$ cat config.mk
export PLATFORM = sky130hd
export DESIGN_NAME = bap_mac
export DESIGN_NICKNAME = d
export VERILOG_FILES = /design/src/rtl/bap_pkg.sv /design/src/rtl/bap_mac.sv
export SDC_FILE = /design/constraint.sdc
export NUM_CORES = 2
export LEC_CHECK = 0
export CORE_MARGIN = 5
export CORE_UTILIZATION = 56
export DETAILED_ROUTE_END_ITERATION = 12
export DONT_BUFFER_PORTS = 1
export PLACE_DENSITY = 0.75
export SYNTH_ARGS = -nofsm -noshare
export SYNTH_HDL_FRONTEND = slang
export SYNTH_SLANG_ARGS = --single-unit
$ cat constraint.sdc
create_clock -name clock -period 7.9 [get_ports clock]
set_input_delay 0.79 -clock clock [delete_from_list [all_inputs] [get_ports clock]]
set_output_delay 0.79 -clock clock [all_outputs]
set_load 0.005 [all_outputs]
$ cat src/rtl/bap_pkg.sv
// ----------------------------------------------------------------------------
// bap_pkg: shared definitions for the allpass phaser
// Types, register indexes, widths and reset values used by the phaser top
// level and its shared multiply-accumulate unit.
// ----------------------------------------------------------------------------
`default_nettype none

package bap_pkg;

   // Default size of the section bank.
   localparam int NUM_SECTIONS_DEF = 64;

   // Data widths.
   localparam int SAMPLE_W = 16;   // audio samples, Q1.15
   localparam int DATA_W   = 24;   // cascade values Q1.23, coefficients Q2.22
   localparam int PROD_W   = 2 * DATA_W;
   localparam int ACC_W    = 60;   // holds every sum exactly (|sum| < 2^58)
   localparam int CSR_IDX_W  = 4;
   localparam int CSR_DATA_W = 24;
   localparam int COUNT_W    = 7;  // width of the sections_used register
   localparam int GAIN_W     = 16; // width of out_level and wet_mix

   // Fixed-point shifts.
   localparam int SEC_FRAC  = 22;  // Q3.45 sum back to Q1.23
   localparam int MIX_FRAC  = 37;  // scale 2^52 back to Q1.15
   localparam int HI_SHIFT  = 20;  // weight of the upper half of level*y
   localparam int DRY_SHIFT = 22;  // scale 2^30 of the dry term up to 2^52

   localparam logic signed [ACC_W-1:0] SEC_HALF = ACC_W'(1) << (SEC_FRAC - 1);
   localparam logic signed [ACC_W-1:0] MIX_HALF = ACC_W'(1) << (MIX_FRAC - 1);

   // Register indexes on the configuration channel.
   localparam logic [CSR_IDX_W-1:0] CSR_COEF_B0       = 4'd0;
   localparam logic [CSR_IDX_W-1:0] CSR_COEF_B1       = 4'd1;
   localparam logic [CSR_IDX_W-1:0] CSR_COEF_B2       = 4'd2;
   localparam logic [CSR_IDX_W-1:0] CSR_COEF_A1       = 4'd3;
   localparam logic [CSR_IDX_W-1:0] CSR_COEF_A2       = 4'd4;
   localparam logic [CSR_IDX_W-1:0] CSR_SECTIONS_USED = 4'd5;
   localparam logic [CSR_IDX_W-1:0] CSR_OUT_LEVEL     = 4'd6;
   localparam logic [CSR_IDX_W-1:0] CSR_WET_MIX       = 4'd7;

   // Register reset values.
   localparam logic [DATA_W-1:0]  RST_COEF_B0       = 24'd4194304;
   localparam logic [COUNT_W-1:0] RST_SECTIONS_USED = 7'd5;
   localparam logic [GAIN_W-1:0]  RST_OUT_LEVEL     = 16'd16384;
   localparam logic [GAIN_W-1:0]  RST_WET_MIX       = 16'd16384;

   // Last step of the section product sequence and of the mix sequence.
   localparam logic [2:0] MAC_LAST = 3'd4;
   localparam logic [2:0] MIX_LAST = 3'd3;

   typedef enum logic [2:0] {
      ST_IDLE,
      ST_READ,
      ST_MAC,
      ST_ACC,
      ST_ROUND,
      ST_MIX,
      ST_MIX_ACC,
      ST_FINISH
   } state_type;

   // How the product issued in a cycle is folded into the accumulator.
   typedef enum logic [2:0] {
      ACC_NONE,
      ACC_ADD,
      ACC_SUB,
      ACC_ADD_HI,
      ACC_SUB_DRY
   } acc_mode_type;

   typedef struct packed {
      logic         clear;
      acc_mode_type mode;
   } mac_ctrl_type;

   // One history row per section.
   typedef struct packed {
      logic signed [DATA_W-1:0] in_1;
      logic signed [DATA_W-1:0] in_2;
      logic signed [DATA_W-1:0] out_1;
      logic signed [DATA_W-1:0] out_2;
   } hist_row_type;

endpackage

`default_nettype wire

$ cat src/rtl/bap_mac.sv
// ----------------------------------------------------------------------------
// bap_mac: shared multiply-accumulate unit
// One registered 24x24 signed multiplier followed by an accumulator that adds
// or subtracts the previous product, optionally shifted.
// ----------------------------------------------------------------------------
`default_nettype none

module bap_mac (
   input  wire                                      clock,
   input  wire                                      reset,
   input  wire bap_pkg::mac_ctrl_type               ctrl,
   input  wire logic signed [bap_pkg::DATA_W-1:0]   op_a,
   input  wire logic signed [bap_pkg::DATA_W-1:0]   op_b,
   output logic signed [bap_pkg::PROD_W-1:0]        prod,
   output logic signed [bap_pkg::ACC_W-1:0]         acc
);

   logic signed [bap_pkg::PROD_W-1:0] prod_ff, prod_in;
   logic signed [bap_pkg::ACC_W-1:0]  acc_ff, acc_in, prod_ext;
   bap_pkg::acc_mode_type             pmode_ff;

   assign prod_in  = op_a * op_b;
   assign prod_ext = bap_pkg::ACC_W'(prod_ff);

   // The mode travels with its product so the add happens in the cycle after the multiply.
   always_comb begin
      if (ctrl.clear) begin
         acc_in = '0;
      end else begin
         case (pmode_ff)
            bap_pkg::ACC_ADD:     acc_in = acc_ff + prod_ext;
            bap_pkg::ACC_SUB:     acc_in = acc_ff - prod_ext;
            bap_pkg::ACC_ADD_HI:  acc_in = acc_ff + (prod_ext <<< bap_pkg::HI_SHIFT);
            bap_pkg::ACC_SUB_DRY: acc_in = acc_ff - (prod_ext <<< bap_pkg::DRY_SHIFT);
            default:              acc_in = acc_ff;
         endcase
      end
   end

   always_ff @(posedge clock) begin
      if (reset) begin
         pmode_ff <= bap_pkg::ACC_NONE;
      end else begin
         pmode_ff <= ctrl.mode;
      end
   end

   always_ff @(posedge clock) begin
      prod_ff <= prod_in;
      acc_ff  <= acc_in;
   end

   assign prod = prod_ff;
   assign acc  = acc_ff;

endmodule

`default_nettype wire

==> impl_metrics.py <==
metrics = {
    "worst_setup_path": {
        "path_max_fanout": 24,
        "timing.rr.start": "prod[1]",
        "worstSetupStartpointType": "input pin",
        "cp_data_arrival_time_ns": 7.52,
        "reg2reg_depth": 24,
        "critPathLaunch": "op_b[0]",
        "r2r_setup_slack_ns": 1.16,
        "end_kind": "register",
        "critPathRequiredTime_ns": 8.16,
        "critPathKind": "input pin to register",
    },
    "synthesis": {
        "ys_seq_area_share_pct": 6.67,
        "yosys.cell_types.count": 89,
        "ys_warn_count": 0,
        "synthCells": 3941,
        "synthesis.nets": 4875,
        "netlist_area_um2": 33300,
        "syn_avg_cell_area_um2": 8.45,
        "synth_edf_count": 0,
        "async_reset_ff_share_pct": 0,
        "ys_seq_elements": 111,
        "synthFlopType": "dfxtp_1",
    },
    "timing": {
        "finalSetupViolCount": 0,
        "min_period_ns": 7.26,
        "hold-worst-slack_ns": 0.463,
        "fin_skew_ns": 0.00977,
        "finalHoldViolations": 0,
        "rsz0062_at_grt": "no",
        "max_freq_mhz": 138,
        "tightestPinTransition_ns": 1.04,
        "drv_slew": 0,
        "relSlewSlack_pct": 30.4,
        "fin_setup_tns_ns": 0,
        "finalCritPeriodShare_pct": 91.9,
    },
    "clocking": {
        "cts_setup_buffers": 0,
        "hold_buffers": 0,
        "clkSinkCount": 111,
        "cts_resized": 0,
        "cts_max_level": 3,
        "clock_latency_ns": 0.39,
        "clockBufferDepth": 2,
        "cts_tree": "yes",
        "clock-root-buffer": "clkbuf_16",
        "cts.clk_slew.worst_paths_ns": 0.08,
        "numCtsBuffers": 9,
    },
    "global_routing": {
        "use_met3_pct": 6.41,
        "grt_first_pass_wirelength_mm": 154,
        "grt_start_max_net_pins": 67,
        "grtUsageMet1_pct": 41.7,
        "grt_pass1_vias": 27800,
        "use_met2_pct": 47.1,
        "antenna_found_initial": 0,
        "grt.total_usage_pct": 30.0,
        "overflow": 0,
        "top_usage_layer": "met2",
    },
    "route": {
        "firstDrtPassIters": 8,
        "drt_iter0_markers": 2670,
        "drc": 0,
        "wirelength_mm": 96.2,
        "avgRoutedWirePerCell_um": 21.0,
        "antenna_left": 0,
        "vias": 27400,
        "vias_per_cell": 5.99,
    },
    "die": {
        "die-area_um2": 64500,
        "initial_utilization_pct": 56.4,
        "die_x_um": 254,
        "chipHeight_um": 254,
        "core-area_um2": 59000,
        "row_count": 89,
        "ios": 162,
    },
    "layout": {
        "n_antenna_cell": 0,
        "area_growth_pct": 2.31,
        "final_layout_size_suffix_gt1_share_pct": 1.97,
        "mostFrequentLayoutCells": "inv_1, fa_1, nand2_1, and2_1, ha_1",
        "nets": 4734,
        "final_common_cell": "inv_1",
        "filler_cell_count": 5288,
        "stdcell_area_um2": 34100,
    },
    "run": {
        "cap_violations": 0,
    },
    "worst_hold_path": {
        "min-delay-path-class": "input pin to register",
        "min_path_cells": 1,
        "hp-start": "reset",
    },
    "place": {
        "portBuffers": 0,
        "placed_cell_area_um2": 33800,
        "place_hpwl_mm": 78.5,
        "gp_congestion": 1.01,
    },
    "outcome": {
        "status": "completed",
    },
}
-- cell families after synthesis --
kind of cell	count (synthesis)	share of synthesized area (%)
XOR/XNOR	215	5.67
AND/OR/NAND/NOR	1139	16.7
flip-flops	111	6.67
multiplexers	1	0.0300
adder cells (fa/ha/maj)	880	46.8
buffers and inverters	857	9.69
AO/OA/AOI/OAI	738	14.4
-- critical path: stages --
cell,delay [ns]
nand2_1,0.08
inv_1,0.09
fa_1,0.63
fa_1,0.68
inv_1,0.12
buf_4,0.18
fa_1,0.74
inv_1,0.28
fa_1,0.53
fa_1,0.61
fa_1,0.44
fa_1,0.45
ha_1,0.42
nand3_1,0.12
or4_1,0.53
o21ai_0,0.08
a21oi_1,0.12
o21ai_0,0.27
o21ai_0,0.13
a21oi_1,0.16
a31oi_1,0.06
-- registers in the layout, summed over array words and instances, names as in the netlist --
register  cells
pmode_ff      3
acc          60
prod         48
-- worst paths after layout --
check,end
worst min register to register,acc[19]
worst min-delay path,pmode_ff[1]
worst max register to register,acc[56]
worst max-delay path,prod[47]
-- area by class of cell --
| class | instances | area [um^2] | area share (%) |
|---|---|---|---|
| Multi-Input combinational cell | 2973 | 27900 | 81.8 |
| Inverter | 688 | 2580 | 7.58 |
| Sequential cell | 111 | 2220 | 6.52 |
| Tap cell | 773 | 967 | 2.84 |
| Clock buffer | 10 | 229 | 0.672 |
| Timing Repair Buffer | 17 | 128 | 0.374 |
| Clock inverter | 6 | 76.3 | 0.224 |
-- metal layers --
metal / vias up / part of all wire, %
met4: 0 / 4.2
met1: 13500 / 41
met2: 1327 / 44
met3: 240 / 10
li1: 12300 / -
met5: - / 0
-- Yosys cell counts (all sizes together) (11+ instances only) --
| master | instances | share of area, % |
|---|---|---|
| a21o | 82 | 1.8 |
| a31oi | 31 | 0.63 |
| a211oi | 37 | 0.88 |
| and3 | 17 | 0.32 |
| a221oi | 12 | 0.35 |
| buf | 12 | 0.17 |
| clkbuf | 157 | 1.8 |
| ha | 270 | 10 |
| nor3 | 49 | 0.75 |
| inv | 687 | 7.7 |
| o21ai | 130 | 2.0 |
| a211o | 11 | 0.29 |
| nand3 | 42 | 0.63 |
| dfxtp | 111 | 6.7 |
| nor2 | 178 | 2.0 |
| nand4 | 28 | 0.54 |
| o21bai | 41 | 0.92 |
| o21a | 21 | 0.47 |
| o22ai | 16 | 0.30 |
| a21oi | 243 | 3.7 |
| o211ai | 22 | 0.50 |
| o31ai | 12 | 0.31 |
| fa | 610 | 37 |
| nand2 | 438 | 4.9 |
| xnor2 | 152 | 4.0 |
| and2 | 284 | 5.3 |
| nand2b | 26 | 0.49 |
| xor2 | 63 | 1.7 |
| nor2b | 20 | 0.38 |
-- metrics by stage --
step	instances	utilization, %	worst slack [ns]
2_1_floorplan	3941	-	0.418
3_3_place_gp	4562	57.2	0.256
3_5_place_dp	4562	57.2	0.260
4_1_cts	4578	57.8	0.666
5_1_grt	4578	57.8	0.205
6_report	4578	57.8	0.637
Power is not shown: default switching activity piles up to over one toggle a cycle in this logic, so the estimate is an artifact.
